`config.mk`:
```
export PLATFORM = sky130hd
export DESIGN_NAME = fpdf_back_flat
export DESIGN_NICKNAME = d
export VERILOG_FILES = /design/src/sv/fpdf_pkg.sv /design/src/sv/fpdf_if.sv /design/src/sv/fpdf_back.sv /design/src/flat_wrapper.sv
export SDC_FILE = /design/constraint.sdc
export NUM_CORES = 1
export LEC_CHECK = 0
export BUFFER_PORTS_ARGS = -buffer_cell sky130_fd_sc_hd__buf_2
export CAP_MARGIN = 40
export CORE_UTILIZATION = 48
export DETAILED_ROUTE_END_ITERATION = 7
export PLACE_DENSITY_LB_ADDON = 0.1
export SLEW_MARGIN = 20
export SYNTH_ARGS = -nofsm -noshare
export SYNTH_HDL_FRONTEND = slang
export SYNTH_SLANG_ARGS = --single-unit
```
`constraint.sdc`:
```
create_clock -name clk -period 4 [get_ports clk]
set_input_delay 1 -clock clk [delete_from_list [all_inputs] [get_ports clk]]
set_output_delay 1 -clock clk [all_outputs]
set_load 0.1 [all_outputs]
```
`src/sv/fpdf_pkg.sv`:
```
// ----------------------------------------------------------------------------
// fpdf_pkg: shared types and constants of the decimal formatter
// Job record passed from the digit extractor to the character sequencer,
// ASCII codes, register indexes and queue sizing.
// ----------------------------------------------------------------------------
`default_nettype none

package fpdf_pkg;

  // Field widths
  localparam int VALUE_W  = 32;
  localparam int CHAR_W   = 7;
  localparam int DP_W     = 4;
  localparam int BLEN_W   = 6;
  localparam int DIGIT_W  = 4;
  localparam int NDIGITS  = 10;   // decimal digits of a 32-bit magnitude
  localparam int SIG_W    = 4;
  localparam int LEN_W    = 5;    // up to 16 digits with padding
  localparam int POS_W    = 4;

  // Configuration register indexes
  localparam logic CFG_DECIMAL_PLACES = 1'b0;
  localparam logic CFG_BUFFER_LENGTH  = 1'b1;

  // Reset values of the registers
  localparam logic [DP_W-1:0]   DP_RESET   = 4'd0;
  localparam logic [BLEN_W-1:0] BLEN_RESET = 6'd12;

  // ASCII codes
  localparam logic [CHAR_W-1:0] CH_ZERO  = 7'h30;
  localparam logic [CHAR_W-1:0] CH_POINT = 7'h2E;
  localparam logic [CHAR_W-1:0] CH_MINUS = 7'h2D;
  localparam logic [CHAR_W-1:0] CH_NUL   = 7'h00;

  // Reciprocal of ten for the digit extractor: q = (m * RECIP10) >> RECIP_SH
  localparam logic [31:0] RECIP10  = 32'hCCCC_CCCD;
  localparam int          RECIP_SH = 35;

  // Job queue sizing
  localparam int QUEUE_DEPTH = 2;
  localparam int QPTR_W      = (QUEUE_DEPTH > 1) ? $clog2(QUEUE_DEPTH) : 1;
  localparam int QCNT_W      = $clog2(QUEUE_DEPTH + 1);

  // One formatted value, ready for the sequencer
  typedef struct packed {
    logic [NDIGITS-1:0][DIGIT_W-1:0] digits;  // least significant first
    logic [SIG_W-1:0]                sig;     // significant digit count
    logic [LEN_W-1:0]                len;     // digit count with padding
    logic [DP_W-1:0]                 dp;      // clamped decimal places
    logic                            neg;
    logic                            err;     // text does not fit
  } fpdf_job_t;

  // Digit at a position; positions beyond the significant ones are padding
  function automatic logic [DIGIT_W-1:0] digit_at(
    input logic [NDIGITS-1:0][DIGIT_W-1:0] digits,
    input logic [POS_W-1:0]                pos,
    input logic [SIG_W-1:0]                sig
  );
    logic [DIGIT_W-1:0] d;
    d = '0;
    for (int i = 0; i < NDIGITS; i++) begin
      if (pos == POS_W'(i) && pos < sig) begin
        d = digits[i];
      end
    end
    return d;
  endfunction

endpackage

`default_nettype wire

```
`src/sv/fpdf_if.sv`:
```
// ----------------------------------------------------------------------------
// fpdf_if: item channels of the decimal formatter
// Input channel carries one signed value; output channel one character.
// ----------------------------------------------------------------------------
`default_nettype none


interface fpdf_text_if;
  import fpdf_pkg::*;
  logic              valid;
  logic              ready;
  logic [CHAR_W-1:0] character;
  logic              last;
  logic              error;

  modport source (output valid, output character, output last, output error, input ready);
  modport sink   (input valid, input character, input last, input error, output ready);
endinterface

`default_nettype wire

```
`src/sv/fpdf_back.sv`:
```
// ----------------------------------------------------------------------------
// fpdf_back: character sequencer
// Walks one job: sign, digits most significant first with the point in
// place, or a single error item. One character per cycle into an output
// register while the receiver does not stall.
// ----------------------------------------------------------------------------
`default_nettype none

module fpdf_back
  import fpdf_pkg::*;
(
  input  wire logic      clk,
  input  wire logic      rst,
  input  wire logic      job_valid,
  output      logic      job_ready,
  input  wire fpdf_job_t job,
  fpdf_text_if.source    text
);

  logic                  busy;
  logic                  sign_pending;
  logic                  point_pending;
  logic [POS_W-1:0]      pos;
  fpdf_job_t             cur;

  logic                  out_valid;
  logic [CHAR_W-1:0]     out_char;
  logic                  out_last;
  logic                  out_error;

  logic                  step;
  logic [DIGIT_W-1:0]    digit;

  assign text.valid     = out_valid;
  assign text.character = out_char;
  assign text.last      = out_last;
  assign text.error     = out_error;

  assign job_ready = !busy;
  assign step      = busy && (!out_valid || text.ready);
  assign digit     = digit_at(cur.digits, pos, cur.sig);

  // Control: job load, walk, output valid
  always_ff @(posedge clk) begin
    if (rst) begin
      busy          <= 1'b0;
      sign_pending  <= 1'b0;
      point_pending <= 1'b0;
      out_valid     <= 1'b0;
    end else begin
      if (step) begin
        out_valid <= 1'b1;
      end else if (text.ready) begin
        out_valid <= 1'b0;
      end

      if (!busy) begin
        if (job_valid) begin
          busy          <= 1'b1;
          sign_pending  <= job.neg;
          point_pending <= 1'b0;
        end
      end else if (step) begin
        priority if (cur.err) begin
          busy <= 1'b0;
        end else if (sign_pending) begin
          sign_pending <= 1'b0;
        end else if (point_pending) begin
          point_pending <= 1'b0;
        end else begin
          if (pos == '0) begin
            busy <= 1'b0;
          end else if (cur.dp != '0 && pos == cur.dp) begin
            point_pending <= 1'b1;
          end
        end
      end
    end
  end

  // Datapath: job copy, position, output payload
  always_ff @(posedge clk) begin
    if (!busy && job_valid) begin
      cur <= job;
      pos <= POS_W'(job.len - LEN_W'(1));
    end else if (step) begin
      priority if (cur.err) begin
        out_char  <= CH_NUL;
        out_last  <= 1'b1;
        out_error <= 1'b1;
      end else if (sign_pending) begin
        out_char  <= CH_MINUS;
        out_last  <= 1'b0;
        out_error <= 1'b0;
      end else if (point_pending) begin
        out_char  <= CH_POINT;
        out_last  <= 1'b0;
        out_error <= 1'b0;
      end else begin
        out_char  <= CH_ZERO + CHAR_W'(digit);
        out_last  <= (pos == '0);
        out_error <= 1'b0;
        pos       <= pos - POS_W'(1);
      end
    end
  end

endmodule

`default_nettype wire
```
`src/flat_wrapper.sv`:
```
// flat-port wrapper written by rule: the top's interface ports become plain ports
module fpdf_back_flat import fpdf_pkg::*;
  (clk, rst, job_valid, job_ready, job, text_valid, text_character, text_last, text_error, text_ready);
  fpdf_text_if text_i ();
  input  wire logic clk;
  input  wire logic rst;
  input  wire logic job_valid;
  output      logic job_ready;
  input  wire fpdf_job_t job;
  output wire logic [$bits(text_i.valid)-1:0] text_valid;
  output wire logic [$bits(text_i.character)-1:0] text_character;
  output wire logic [$bits(text_i.last)-1:0] text_last;
  output wire logic [$bits(text_i.error)-1:0] text_error;
  input wire logic [$bits(text_i.ready)-1:0] text_ready;
  assign text_valid = text_i.valid;
  assign text_character = text_i.character;
  assign text_last = text_i.last;
  assign text_error = text_i.error;
  assign text_i.ready = text_ready;
  fpdf_back u_core (.clk(clk), .rst(rst), .job_valid(job_valid), .job_ready(job_ready), .job(job), .text(text_i));
endmodule
```
==> results.json <==
{
  "status": "finished clean",
  "drt-initial-drc-count": 89,
  "row_count": 28,
  "cts_inserted_buffers": 9,
  "overflow": 0,
  "gp_congestion": 0.804,
  "clock.fmax_mhz": 382,
  "grtUsageTotal": 0.194,
  "fill_cells": 499,
  "powerDensity_nw_per_um2": 477,
  "synth-compound-area-share": 0.142,
  "grt_pass1_vias": 1923,
  "crit_type": "reg2reg",
  "tightest_slew_ps": 672,
  "final_cells": 376,
  "synth_area_leaders": "edfxtp_1, ha_1, dfxtp_1",
  "dieWidth_um": 80.5,
  "num_antenna_cells": 0,
  "drc_errors": 0,
  "wirelength_um": 5510,
  "async_flop_share": 0,
  "critPathBufInv": 1,
  "clk_path_buf_depth": 2,
  "root_buffer": "clkbuf_8",
  "synth_edf_count": 61,
  "cts_setup_buffers": 0,
  "endpoint_kind": "flip-flop",
  "yosysWarnings": 0,
  "dp_cells": 361,
  "vdd_ir_drop_max_mv": 0.242,
  "syn_to_final_growth_pct": 19.9,
  "wl_per_cell_um": 14.6,
  "required_ps": 4170,
  "fin_util": 0.598,
  "num_io_pins": 70,
  "hold_path_class": "reg2reg",
  "synth_area_per_cell_um2": 13.0,
  "cts_resized": 0,
  "worstPathCellList": "inv_1 -> ha_1 -> nor2_1 -> a311oi_1 -> a32oi_1 -> o221a_1 -> nor4_2",
  "total_leakage_power_nw": 1.38,
  "rsz0062_at_grt": "no",
  "finalWorstSetupSlack_ps": 1380,
  "hold_viol": 0,
  "port_buffers": 67,
  "start_kind": "flip-flop",
  "max_slew_margin": 0.551,
  "synth-xor-area-share": 0.0178,
  "synth_top_family_by_area": "compound AO/OA/AOI/OAI gates",
  "core-area_um2": 5920,
  "dr.pass1.iters": 4,
  "hpwl_um": 3890,
  "synth-seq-cells": 65,
  "fin_crit_sh": 0.654,
  "netlist_instances": 228,
  "via_per_inst": 5.36,
  "setup_viol": 0,
  "cp.arrival_ps": 2790,
  "cp_max_fo": 21,
  "yosys.area.top_type": "edfxtp_1",
  "antenna_found_initial": 0,
  "yosys.area_share.simple": 0.121,
  "period_minus_slack_ps": 2620,
  "drv_cap": 0,
  "synth_top_area_frac": 0.620,
  "drive_above_1_share": 0.306,
  "drv_slew": 0,
  "pre_cts_ws_ps": 1420,
  "clock-sinks": 65,
  "synth_common_cells": "edfxtp_1, nand2_1, a21oi_1",
  "synthAdderAreaFrac": 0.0381,
  "ant_nets": 0,
  "insertion_delay_ps": 340,
  "synth_flop_cell": "edfxtp_1",
  "clock-skew-final_ps": 6.56,
  "synth.net_count": 296,
  "synth.most_common_cell": "edfxtp_1",
  "syn_area_um2": 2950,
  "num_vias": 2014,
  "cp_slowest_cell": "ha_1",
  "start_util": 0.499,
  "h-tree-depth": 3,
  "muxShareOfSynthArea": 0.00339,
  "hold_buffers": 0,
  "die-area_um2": 6470,
  "slowest_delay_ps": 610,
  "critical-path-top-delay-family": "compound AO/OA/AOI/OAI gates",
  "fin_nets": 365,
  "clk_pin_slew_ps": 70,
  "grt_max_degree": 33,
  "fp.dieH_um": 80.5,
  "synth_cell_types": 44,
  "grt_first_pass_wirelength_um": 8960,
  "final.setup.tns_ps": 0,
  "cts_tree": "yes",
  "synth-seq-area-share": 0.647
}
[cell type report]
class / instances / area (um2) / share of cell area
flip-flops and latches: 65 / 1910 / 0.540
multi-input cells: 141 / 956 / 0.270
repair buffers: 68 / 343 / 0.0968
clock buffers: 9 / 124 / 0.0350
well taps: 75 / 93.8 / 0.0265
clock inverters: 6 / 68.8 / 0.0194
inverters: 12 / 45.0 / 0.0127
[report_power, final]
part	internal, mW	switching (mW)	leakage (nW)
Combinational	0.109	0.203	0.664
Sequential	0.804	0.0362	0.616
Clock	0.287	0.250	0.0957
Total	1.20	0.489	1.38
[tightest hold or removal path: cells and delay by family, from the launching register on]
family / cells / cell delay (ps)
and+or+nand+nor: 1 / 100
AOI/OAI and AO/OA: 1 / 80
DFF: 1 / 310
[layout by cell type, fill, tap and decap left out, types with 6 or more instances in the layout]
cell type	n
inv_1	11
nor2b_1	8
nor3_1	6
clkbuf_8	9
edfxtp_1	61
buf_2	67
o21ai_0	8
nor2_1	8
a21oi_1	15
nand3_1	6
nand2_1	19
ha_1	9
[state kept, by name, indices dropped and copies added (netlist names)]
name / cells
u_core.pos: 4
u_core.point_pending: 1
u_core.text.last: 1
u_core.text.valid: 1
u_core.text.error: 1
u_core.busy: 1
u_core.text.character: 6
u_core.sign_pending: 1
u_core.cur: 49
[kinds of logic after synthesis]
kind of cell / count (synthesis)
AND/OR/NAND/NOR: 67
buffers and inverters: 22
multiplexers: 1
other: 1
flip-flops: 65
adder cells (fa/ha/maj): 9
AO/OA/AOI/OAI: 57
XOR/XNOR: 6
[metal layers]
metal	wire length, um	track usage	up-vias
li1	-	-	1003
met1	2430	0.233	925
met2	2640	0.309	73
met3	326	0.0716	13
met4	110	0.0893	0
met5	0	0	-
[per-stage QoR]
| stage | hold WS (ps) | cell area [um2] | total power [mW] |
|---|---|---|---|
| after floorplan | 478 | 2950 | 1.08 |
| after global placement | 505 | 3350 | 1.16 |
| after detailed placement | 518 | 3350 | 1.17 |
| after CTS | 534 | 3540 | 1.71 |
| after global routing | 549 | 3540 | 1.77 |
| final | 530 | 3540 | 1.69 |
[path summary, 6_finish.rpt]
| kind | startpoint | end | slack (ps) | depth (start not counted) |
|---|---|---|---|---|
| worst max-delay path | u_core.pos[1] | u_core.text.character[1] | 1380 | 7 |
| worst max register to register | u_core.pos[1] | u_core.text.character[1] | 1380 | 7 |
| worst min register to register | u_core.text.valid | u_core.text.valid | 530 | 2 |
| worst min-delay path | u_core.text.valid | u_core.text.valid | 530 | 2 |
Power figures use the tool's default switching activity.
