==> config.mk <==
export PLATFORM = sky130hd
export DESIGN_NAME = fpdf_queue
export DESIGN_NICKNAME = d
export VERILOG_FILES = /design/src/sv/fpdf_pkg.sv /design/src/sv/fpdf_queue.sv
export SDC_FILE = /design/constraint.sdc
export NUM_CORES = 1
export LEC_CHECK = 0
export ABC_AREA = 0
export BUFFER_PORTS_ARGS = -buffer_cell sky130_fd_sc_hd__buf_4
export CORE_ASPECT_RATIO = 1.1
export CORE_UTILIZATION = 30
export CTS_CLUSTER_DIAMETER = 200
export DETAILED_ROUTE_END_ITERATION = 10
export SYNTH_ARGS = -nofsm -noshare
export SYNTH_HDL_FRONTEND = slang
export SYNTH_SLANG_ARGS = --single-unit
export TNS_END_PERCENT = 5
==> constraint.sdc <==
create_clock -name clk -period 6 [get_ports clk]
set_input_delay 0.3 -clock clk [delete_from_list [all_inputs] [get_ports clk]]
set_output_delay 0.3 -clock clk [all_outputs]
set_load 0.03 [all_outputs]
==> src/sv/fpdf_pkg.sv <==
// ----------------------------------------------------------------------------
// fpdf_pkg: shared types and constants of the decimal formatter
// Job record passed from the digit extractor to the character sequencer,
// ASCII codes, register indexes and queue sizing.
// ----------------------------------------------------------------------------
`default_nettype none

package fpdf_pkg;

  // Field widths
  localparam int VALUE_W  = 32;
  localparam int CHAR_W   = 7;
  localparam int DP_W     = 4;
  localparam int BLEN_W   = 6;
  localparam int DIGIT_W  = 4;
  localparam int NDIGITS  = 10;   // decimal digits of a 32-bit magnitude
  localparam int SIG_W    = 4;
  localparam int LEN_W    = 5;    // up to 16 digits with padding
  localparam int POS_W    = 4;

  // Configuration register indexes
  localparam logic CFG_DECIMAL_PLACES = 1'b0;
  localparam logic CFG_BUFFER_LENGTH  = 1'b1;

  // Reset values of the registers
  localparam logic [DP_W-1:0]   DP_RESET   = 4'd0;
  localparam logic [BLEN_W-1:0] BLEN_RESET = 6'd12;

  // ASCII codes
  localparam logic [CHAR_W-1:0] CH_ZERO  = 7'h30;
  localparam logic [CHAR_W-1:0] CH_POINT = 7'h2E;
  localparam logic [CHAR_W-1:0] CH_MINUS = 7'h2D;
  localparam logic [CHAR_W-1:0] CH_NUL   = 7'h00;

  // Reciprocal of ten for the digit extractor: q = (m * RECIP10) >> RECIP_SH
  localparam logic [31:0] RECIP10  = 32'hCCCC_CCCD;
  localparam int          RECIP_SH = 35;

  // Job queue sizing
  localparam int QUEUE_DEPTH = 2;
  localparam int QPTR_W      = (QUEUE_DEPTH > 1) ? $clog2(QUEUE_DEPTH) : 1;
  localparam int QCNT_W      = $clog2(QUEUE_DEPTH + 1);

  // One formatted value, ready for the sequencer
  typedef struct packed {
    logic [NDIGITS-1:0][DIGIT_W-1:0] digits;  // least significant first
    logic [SIG_W-1:0]                sig;     // significant digit count
    logic [LEN_W-1:0]                len;     // digit count with padding
    logic [DP_W-1:0]                 dp;      // clamped decimal places
    logic                            neg;
    logic                            err;     // text does not fit
  } fpdf_job_t;

  // Digit at a position; positions beyond the significant ones are padding
  function automatic logic [DIGIT_W-1:0] digit_at(
    input logic [NDIGITS-1:0][DIGIT_W-1:0] digits,
    input logic [POS_W-1:0]                pos,
    input logic [SIG_W-1:0]                sig
  );
    logic [DIGIT_W-1:0] d;
    d = '0;
    for (int i = 0; i < NDIGITS; i++) begin
      if (pos == POS_W'(i) && pos < sig) begin
        d = digits[i];
      end
    end
    return d;
  endfunction

endpackage

`default_nettype wire

==> src/sv/fpdf_queue.sv <==
// ----------------------------------------------------------------------------
// fpdf_queue: job queue between extractor and sequencer
// Small register FIFO so that either side can stall on its own.
// ----------------------------------------------------------------------------
`default_nettype none

module fpdf_queue
  import fpdf_pkg::*;
(
  input  wire logic      clk,
  input  wire logic      rst,
  input  wire logic      push_valid,
  output      logic      push_ready,
  input  wire fpdf_job_t push_job,
  output      logic      pop_valid,
  input  wire logic      pop_ready,
  output      fpdf_job_t pop_job
);

  fpdf_job_t            slots [QUEUE_DEPTH];
  logic [QPTR_W-1:0]    wr_ptr;
  logic [QPTR_W-1:0]    rd_ptr;
  logic [QCNT_W-1:0]    count;
  logic                 do_push;
  logic                 do_pop;

  assign push_ready = (count != QCNT_W'(QUEUE_DEPTH));
  assign pop_valid  = (count != '0);
  assign pop_job    = slots[rd_ptr];
  assign do_push    = push_valid && push_ready;
  assign do_pop     = pop_valid && pop_ready;

  // Pointers and fill level
  always_ff @(posedge clk) begin
    if (rst) begin
      wr_ptr <= '0;
      rd_ptr <= '0;
      count  <= '0;
    end else begin
      if (do_push) begin
        wr_ptr <= (wr_ptr == QPTR_W'(QUEUE_DEPTH - 1)) ? '0 : wr_ptr + QPTR_W'(1);
      end
      if (do_pop) begin
        rd_ptr <= (rd_ptr == QPTR_W'(QUEUE_DEPTH - 1)) ? '0 : rd_ptr + QPTR_W'(1);
      end
      count <= count + QCNT_W'(do_push) - QCNT_W'(do_pop);
    end
  end

  // Storage
  always_ff @(posedge clk) begin
    if (do_push) begin
      slots[wr_ptr] <= push_job;
    end
  end

endmodule

`default_nettype wire

==> results of run 1 <==
==> sequential cells by signal, indices dropped and copies added (netlist names), named ones only <==
name / cells
rd_ptr: 1
wr_ptr: 1
slots: 110
count: 2
==> how the worst max path moves through the flow <==
stage,end,cells past startpoint,from,slack (ns)
after floorplan,slots[1][0],2,count[0],3.40
after global placement,pop_job[34],3,register,3.84
after detailed placement,pop_job[34],3,register,3.83
after CTS,pop_job[34],3,register,3.39
after global routing,pop_job[34],3,register,3.34
final,pop_job[34],3,register,3.50
==> critical path, cell delays in order, from the launching register on <==
cell and delay (ns):
dfxtp_2 0.69, buf_4 0.50, mux2_2 0.41, buf_4 0.17
==> layout by cell type (no fill, tap or decap), drive strengths merged <==
cell type,n
and2b,1
nor2b,2
o21ai,2
a32oi,1
edfxtp,110
dfxtp,5
nand3,1
a211oi,1
bufinv,1
a21oi,1
or2,1
a21bo,2
xor2,1
clkbuf,22
inv,1
nand3b,1
clkinv,8
ha,1
and3,1
nor2,5
nand2b,1
mux2,56
buf,118
==> cell type report <==
class	instances	area, um2
Tap cell	188	235
Timing Repair Buffer	118	886
Inverter	1	3.75
Clock inverter	9	65.1
Multi-Input combinational cell	78	774
Fill cell	1278	7980
Clock buffer	22	444
Sequential cell	115	3400
==> kinds of logic after synthesis <==
family | count (synthesis)
fa+ha+maj | 1
compound gates | 7
flops | 115
buf+inv | 7
mux | 56
xor+xnor | 1
simple gates | 13
==> power breakdown <==
part / switching (mW) / internal [mW] / total [mW]
combinational: 0.355 / 0.263 / 0.618
clock: 0.310 / 0.555 / 0.865
sequential: 0.0406 / 0.980 / 1.02
total: 0.706 / 1.80 / 2.50
==> per-layer routing <==
metal,track usage,up-vias,part of all wire
met5,0,-,0
met4,0.0527,0,0.014
met3,0.0545,12,0.061
met2,0.193,71,0.53
met1,0.114,1084,0.39
li1,-,1052,-
==> Yosys cell counts (all sizes together) <==
| cell type | n |
|---|---|
| a211oi | 1 |
| a21bo | 2 |
| a21oi | 1 |
| a32oi | 1 |
| and2b | 1 |
| and3 | 1 |
| buf | 6 |
| dfxtp | 5 |
| edfxtp | 110 |
| ha | 1 |
| inv | 1 |
| mux2 | 56 |
| nand2b | 1 |
| nand3 | 1 |
| nand3b | 1 |
| nor2 | 5 |
| nor2b | 2 |
| o21ai | 2 |
| or2 | 1 |
| xor2 | 1 |
==> through the flow <==
stage	util	cell area [um2]	power [mW]	hold slack [ns]	cells
final	0.421	5810	2.50	0.0786	531
after global routing	0.421	5810	2.61	0.0560	531
after CTS	0.421	5810	2.55	0.0581	531
after detailed placement	0.384	5300	1.67	0.488	500
after global placement	0.384	5300	1.66	0.484	500
after floorplan	-	4220	1.44	0.369	200
==> results.sh, run 1 <==
export IMPL_timing_final_ws_setup_ns=3.50
export IMPL_fin_crit_ns=2.50
export IMPL_hold_start="push_job[19]"
export IMPL_final_antenna_net_count=0
export IMPL_wirelength_um=7710
export IMPL_max_freq_mhz=400
export IMPL_arrival_ns=2.20
export IMPL_syn_inst=200
export IMPL_vias=2219
export IMPL_ir_drop_mv=0.209
export IMPL_worst_pin_slew_ns=0.775
export IMPL_n_antenna_cell=0
export IMPL_io_buffers=115
export IMPL_critical_path_class="register to primary output"
export IMPL_reg2reg_slack_ns=4.10
export IMPL_post_cts_resized=0
export IMPL_hold_path_end="slots[0][19]"
export IMPL_yosysUniqueCellTypes=23
export IMPL_grt_pass1_wl_um=11800
export IMPL_antenna_found_initial=0
export IMPL_clk_path_buf_depth=2
export IMPL_syn_to_final_growth_pct=37.7
export IMPL_finalCritPeriodShare=0.416
export IMPL_core_um2=13800
export IMPL_drv_cap=0
export IMPL_synth_fa_ha_area_frac=0.00296
export IMPL_path_clk_slew_ns=0.05
export IMPL_cp_start_kind="register"
export IMPL_dp_slack_ns=3.83
export IMPL_cts_tree="done"
export IMPL_grt_pass1_vias=2398
export IMPL_p_leak_nw=2.17
export IMPL_worstPathMaxFanout=32
export IMPL_hp_class="primary input to register"
export IMPL_synth_seq_cells=115
export IMPL_rsz0062_at_grt="no"
export IMPL_cp_end_kind="primary output"
export IMPL_slew_violations=0
export IMPL_cts_setup_buffers=0
export IMPL_grt_overflow_total=0
export IMPL_yosysWarningCount=0
export IMPL_start_util=0.306
export IMPL_synth_top_area_share=0.782
export IMPL_r2r_start="count[0]"
export IMPL_clk_latency_ns=0.41
export IMPL_rows=45
export IMPL_cp_data_required_time_ns=5.70
export IMPL_io_pin_count=116
export IMPL_hold_buffers=0
export IMPL_layout_nets=391
export IMPL_setup_viol=0
export IMPL_root_buffer="clkbuf_16"
export IMPL_vias_per_cell=4.18
export IMPL_gp_congestion=0.636
export IMPL_synth_top_cell_by_area="edfxtp_1"
export IMPL_slew_headroom=0.483
export IMPL_skew_ns=0.0108
export IMPL_syn_nets=260
export IMPL_ys_seq_area_frac=0.806
export IMPL_syn_avg_cell_area_um2=21.1
export IMPL_p_per_area_nw_per_um2=431
export IMPL_clock_sinks=115
export IMPL_die_h_um=126
export IMPL_die_w_um=115
export IMPL_synth_compound_area_frac=0.0121
export IMPL_reg2reg_depth=3
export IMPL_grt_max_degree=56
export IMPL_synth_simple_area_share=0.0166
export IMPL_status="finished, final reports clean"
export IMPL_synthMuxAreaShare=0.149
export IMPL_synth_xor_area_frac=0.00207
export IMPL_track_usage=0.113
export IMPL_whs_path_depth=1
export IMPL_htreeDepth=4
export IMPL_synth_top_cells_by_area="edfxtp_1, mux2_2, dfxtp_1"
export IMPL_cts_buffers=17
export IMPL_drtIter0Drc=97
export IMPL_first_pass_iters=4
export IMPL_post_drt_wl_per_cell_um=14.5
export IMPL_die_area_um2=14600
export IMPL_hpwlAfterDp_um=4740
export IMPL_reg2reg_to="slots[1][41]"
export IMPL_synth_area_um2=4220
export IMPL_tns_ns=0
export IMPL_synth_top_family_by_area="multiplexers"
export IMPL_layout_drive_gt1_share=0.583
export IMPL_finalHoldViolCount=0
export IMPL_drc=0
Power figures use the tool's default switching activity.
==> inputs of run 2 (changes only) <==
Settings changed: ABC_AREA 0 to 1.
Clock period 6 ns to 2 ns, I/O delays scaled along.
==> run 2 against run 1 <==
  * Non-clock buffer count grew 60
  * Critical path depth is the same
  * Design area grew 14%
  * Die area grew 5.6%
  * Core utilization grew 3.9 points
  * Total power grew to 3.5 times the previous value
  * Hold slack lost 0.0050 ns
  * Synthesized cell count grew 3.5%
  * First-iteration DRC count shrank 34%
  * Worst setup slack lost 3.4 ns
  * Clock power grew to 3.2 times the previous value
  * Routed wire length grew 6.3%
  * Critical path type unchanged
==> results.sh, run 2 <==
export IMPL_synth_top_area_share=0.740
export IMPL_gp_congestion=0.651
export IMPL_worst_pin_slew_ns=0.446
export IMPL_io_pin_count=116
export IMPL_p_leak_nw=2.62
export IMPL_finalCritPeriodShare=0.943
export IMPL_ir_drop_mv=0.826
export IMPL_antenna_found_initial=0
export IMPL_vias_per_cell=4.01
export IMPL_fillers=1267
export IMPL_die_area_um2=15400
export IMPL_track_usage=0.114
export IMPL_ys_async_sr_fraction=0
export IMPL_p_per_area_nw_per_um2=1300
export IMPL_yosysUniqueCellTypes=16
export IMPL_setup_viol=0
export IMPL_io_buffers=115
export IMPL_grt_overflow_total=0
export IMPL_ys_seq_area_frac=0.763
export IMPL_skew_ns=0.00427
export IMPL_die_w_um=118
export IMPL_worstPathMaxFanout=19
export IMPL_first_pass_iters=4
export IMPL_syn_avg_cell_area_um2=21.6
export IMPL_syn_to_final_growth_pct=49.0
export IMPL_clk_latency_ns=0.40
export IMPL_root_buffer="clkbuf_16"
export IMPL_synth_seq_cells=115
export IMPL_final_cell_mix="buf_4, edfxtp_1, dlygate4sd3_1, mux2_4, clkbuf_16"
export IMPL_rows=46
export IMPL_vias=2415
export IMPL_cp_start_kind="register"
export IMPL_arrival_ns=1.79
export IMPL_layout_nets=458
export IMPL_finalHoldViolCount=0
export IMPL_hpwlAfterDp_um=5210
export IMPL_hp_class="primary input to register"
export IMPL_cts_buffers=17
export IMPL_ys_top_cells_by_count="edfxtp_1, mux2_4, inv_1, nor2_1, nand2_1"
export IMPL_final_cell_count_no_fill=602
export IMPL_post_drt_wl_per_cell_um=13.6
export IMPL_synth_top_cell_by_area="edfxtp_1"
export IMPL_slew_headroom=0.703
export IMPL_tns_ns=0
export IMPL_cts_tree="done"
export IMPL_core_um2=14400
export IMPL_yosysMostFrequentCell="edfxtp_1"
export IMPL_wirelength_um=8190
export IMPL_synth_area_um2=4460
export IMPL_syn_nets=267
export IMPL_max_freq_mhz=530
export IMPL_grt_pass1_vias=2498
export IMPL_drc=0
export IMPL_clock_sinks=115
export IMPL_rsz0062_at_grt="no"
export IMPL_yosysWarningCount=0
export IMPL_layout_drive_gt1_share=0.498
export IMPL_grt_max_degree=33
export IMPL_status="finished, final reports clean"
export IMPL_top_register="slots"
export IMPL_critical_path_class="register to primary output"
export IMPL_reg_top3="slots x110, count x2"
export IMPL_slew_violations=0
export IMPL_synth_top_cells_by_area="edfxtp_1, mux2_4, buf_12"
export IMPL_clk_path_buf_depth=2
export IMPL_fin_crit_ns=1.89
export IMPL_final_antenna_net_count=0
export IMPL_post_cts_resized=0
export IMPL_die_h_um=130
export IMPL_htreeDepth=4
export IMPL_ys_flop_type="edfxtp_1"
export IMPL_largest_reg_flops=110
export IMPL_path_clk_slew_ns=0.05
export IMPL_placed_cells=515
export IMPL_cp_end_kind="primary output"
export IMPL_synth_edf_count=110
export IMPL_drv_cap=0
export IMPL_syn_inst=207
export IMPL_final_common_cell="buf_4"
export IMPL_n_antenna_cell=0
export IMPL_grt_pass1_wl_um=12700
export IMPL_drtIter0Drc=64
export IMPL_start_util=0.309
export IMPL_cp_data_required_time_ns=1.90
run 2: what timing repair did:
item	CTS	global route
hold endpoints to repair	115	0
hold buffers	56	0
endpoints found under the setup margin	0	0
buffers inserted	0	0
run 2: area by class of cell:
cell class | instances | area (um2) | area share
repair buffers | 178 | 1500 | 0.226
inverters | 8 | 30.0 | 0.00452
well taps | 192 | 240 | 0.0361
flip-flops and latches | 115 | 3410 | 0.513
multi-input cells | 78 | 935 | 0.141
clock buffers | 22 | 444 | 0.0668
clock inverters | 9 | 88.8 | 0.0134
run 2: cells by family after synthesis:
group / count (synthesis) / share of synthesized area
buffers and inverters: 14 / 0.0317
muxes: 55 / 0.181
xor gates and xnor gates: 1 / 0.00196
and+or+nand+nor: 19 / 0.0177
AOI/OAI and AO/OA: 2 / 0.00224
adders and majority gates: 1 / 0.00280
DFF: 115 / 0.763
run 2: path summary, 6_finish.rpt:
kind	cells after the start	from	to	slack, ns
worst max register to register	5	count[0]	slots[1][26]	0.49
worst max-delay path	3	register	pop_job[37]	0.11
worst min register to register	2	rd_ptr	register	0.49
worst min-delay path	3	push_valid	wr_ptr	0.07
run 2: stage by stage:
stage | power [mW] | hold slack, ns | setup WS (ns) | util | cell area, um2
after global routing | 9.06 | 0.116 | 0.0320 | 0.460 | 6650
after global placement | 5.89 | 0.280 | 0.514 | 0.384 | 5550
final | 8.67 | 0.0736 | 0.114 | 0.460 | 6650
after detailed placement | 5.93 | 0.288 | 0.481 | 0.384 | 5550
after floorplan | 5.13 | 0.171 | 0.0209 | - | 4480
after CTS | 8.78 | 0.0141 | 0.0600 | 0.460 | 6650
run 2: power by group:
part	switching, mW	internal, mW	leakage [nW]
sequential	0.162	3.07	1.07
combinational	1.46	1.24	1.29
clock	0.947	1.79	0.259
run 2: critical path: stages, from the launching register on:
cell and delay, ns:
dfxtp_4 0.59, buf_4 0.29, mux2_4 0.32, buf_4 0.17
run 2: layer usage:
metal  GRT usage  up-vias  share of wire
li1            -     1177              -
met1       0.131     1148           0.44
met2       0.181       76           0.49
met3      0.0420       14          0.052
met4      0.0724        0          0.019
met5           0        -              0
==> inputs of run 3 (changes only) <==
Settings changed: RECOVER_POWER set to 50.
==> run 3 against run 2 <==
  * Register-to-register slack worse by 0.28 ns
  * Sequential cell count unchanged
  * Clock power about the same
  * Critical path type unchanged
  * Non-clock buffer count unchanged
  * Critical path depth is the same
  * Count of clock-buffer cells in the layout stayed put
  * First-iteration DRC count is 1.6% lower
  * Sequential power about the same
  * Combinational power decreased by 2%
  * Routed wire length fell by 0.84%
  * Total power fell by 0.49%
  * Via count grew 0.46%
==> results.sh, run 3 (synthesis gave the netlist of run 2 again) <==
export IMPL_status="finished, final reports clean"
export IMPL_dp_slack_ns=0.481
export IMPL_grt_pass1_vias=2498
export IMPL_path_clk_slew_ns=0.05
export IMPL_whs_path_depth=3
export IMPL_arrival_ns=1.78
export IMPL_reg2reg_slack_ns=0.21
export IMPL_path_delay_family="flip-flops"
export IMPL_first_pass_iters=4
export IMPL_p_per_area_nw_per_um2=1310
export IMPL_finalHoldViolCount=0
export IMPL_die_w_um=118
export IMPL_die_area_um2=15400
export IMPL_vias=2426
export IMPL_worst_pin_slew_ns=0.677
export IMPL_die_h_um=130
export IMPL_syn_to_final_growth_pct=47.7
export IMPL_start_util=0.309
export IMPL_finalCritPeriodShare=0.942
export IMPL_hold_buffers=56
export IMPL_r2r_start="count[0]"
export IMPL_post_drt_wl_per_cell_um=13.5
export IMPL_fillers=1284
export IMPL_critical_path_class="register to primary output"
export IMPL_hold_start="push_valid"
export IMPL_hpwlAfterDp_um=5210
export IMPL_grt_max_degree=33
export IMPL_root_buffer="clkbuf_16"
export IMPL_hold_path_end="wr_ptr"
export IMPL_largest_reg_flops=110
export IMPL_drtIter0Drc=63
export IMPL_crit_buf_inv=2
export IMPL_cts_tree="done"
export IMPL_grt_pass1_wl_um=12700
export IMPL_cp_data_required_time_ns=1.90
export IMPL_crit_path_frequent_cell="buf_4"
export IMPL_reg2reg_to="slots[1][41]"
export IMPL_n_antenna_cell=0
export IMPL_worstPathMaxFanout=19
export IMPL_final_cell_mix="edfxtp_1, buf_4, dlygate4sd3_1, mux2_4, clkbuf_4"
export IMPL_clk_latency_ns=0.40
export IMPL_drv_cap=0
export IMPL_max_freq_mhz=531
export IMPL_cp_end_kind="primary output"
export IMPL_p_leak_nw=2.57
export IMPL_reg2reg_depth=5
export IMPL_io_pin_count=116
export IMPL_track_usage=0.114
export IMPL_ir_drop_mv=0.752
export IMPL_layout_drive_gt1_share=0.461
export IMPL_clock_sinks=115
export IMPL_rsz0062_at_grt="no"
export IMPL_dpl_cell_area_um2=5550
export IMPL_htreeDepth=4
export IMPL_io_buffers=115
export IMPL_gp_congestion=0.651
export IMPL_final_core_util=0.456
export IMPL_final_area_um2=6590
export IMPL_fin_crit_ns=1.88
export IMPL_core_um2=14400
export IMPL_setup_viol=0
export IMPL_grt_overflow_total=0
export IMPL_cts_buffers=17
export IMPL_cts_setup_buffers=0
export IMPL_top_register="slots"
export IMPL_wirelength_um=8120
export IMPL_clk_path_buf_depth=2
export IMPL_crit_slowest_cell="dfxtp_4"
export IMPL_crit_chain="buf_4 -> mux2_4 -> buf_4"
export IMPL_layout_nets=458
export IMPL_vias_per_cell=4.03
export IMPL_cp_start_kind="register"
export IMPL_final_antenna_net_count=0
export IMPL_tns_ns=0
export IMPL_hp_class="primary input to register"
export IMPL_drc=0
export IMPL_crit_path_max_incr_delay_ns=0.59
export IMPL_slew_headroom=0.549
export IMPL_post_cts_resized=0
export IMPL_rows=46
export IMPL_timing_final_ws_setup_ns=0.115
export IMPL_reg_top3="slots x110, count x2"
export IMPL_slew_violations=0
export IMPL_final_common_cell="edfxtp_1"
export IMPL_antenna_found_initial=0
export IMPL_skew_ns=0.00548
run 3: cell types whose count changed in the layout (fill, tap and decap cells not counted):
| cell | previous run | this run |
|---|---|---|
| buf_4 | 120 | 61 |
| clkbuf_4 | 0 | 46 |
| clkbuf_1 | 5 | 17 |
| clkbuf_2 | 0 | 1 |
| nor2_1 | 6 | 7 |
| nand2_2 | 2 | 0 |
| nor2_2 | 1 | 0 |
| nand2_1 | 6 | 8 |
run 3: final cells by class:
class	instances	area, um2	area share
multi-input combinational	78	927	0.141
sequential	115	3410	0.517
clock buffer	22	444	0.0674
clock inverter	9	88.8	0.0135
timing repair buffer	178	1450	0.221
inverter	8	30.0	0.00456
tap	192	240	0.0364
run 3: worst max-delay path by stage:
stage / start / end / slack, ns / depth (start not counted)
6_report: register / pop_job[37] / 0.12 / 3
5_1_grt: register / pop_job[37] / 0.03 / 3
4_1_cts: register / pop_job[29] / 0.06 / 3
3_5_place_dp: count[0] / slots[1][30] / 0.48 / 5
3_3_place_gp: count[0] / slots[1][33] / 0.51 / 5
2_1_floorplan: count[0] / slots[1][0] / 0.02 / 4
run 3: worst min-delay path, stage by stage:
cell,delay [ns]
buf_4,0.09
a21oi_1,0.07
nor3_1,0.17
run 3: through the flow:
step	std cells	power (mW)	hold WS (ns)
2_1_floorplan	207	5.13	0.171
6_report	602	8.62	0.0824
4_1_cts	602	8.78	0.0141
3_5_place_dp	515	5.93	0.288
5_1_grt	602	9.01	0.110
3_3_place_gp	515	5.89	0.280
run 3: where the power goes:
part / internal [mW] / switching, mW
Clock: 1.79 / 0.948
Sequential: 3.07 / 0.160
Combinational: 1.21 / 1.45
run 3: routing by layer:
metal	global-route usage	vias up	routed length, um
met5	0	-	0
met4	0.0724	0	176
met3	0.0420	16	414
met2	0.181	71	3960
met1	0.131	1160	3570
li1	-	1179	-
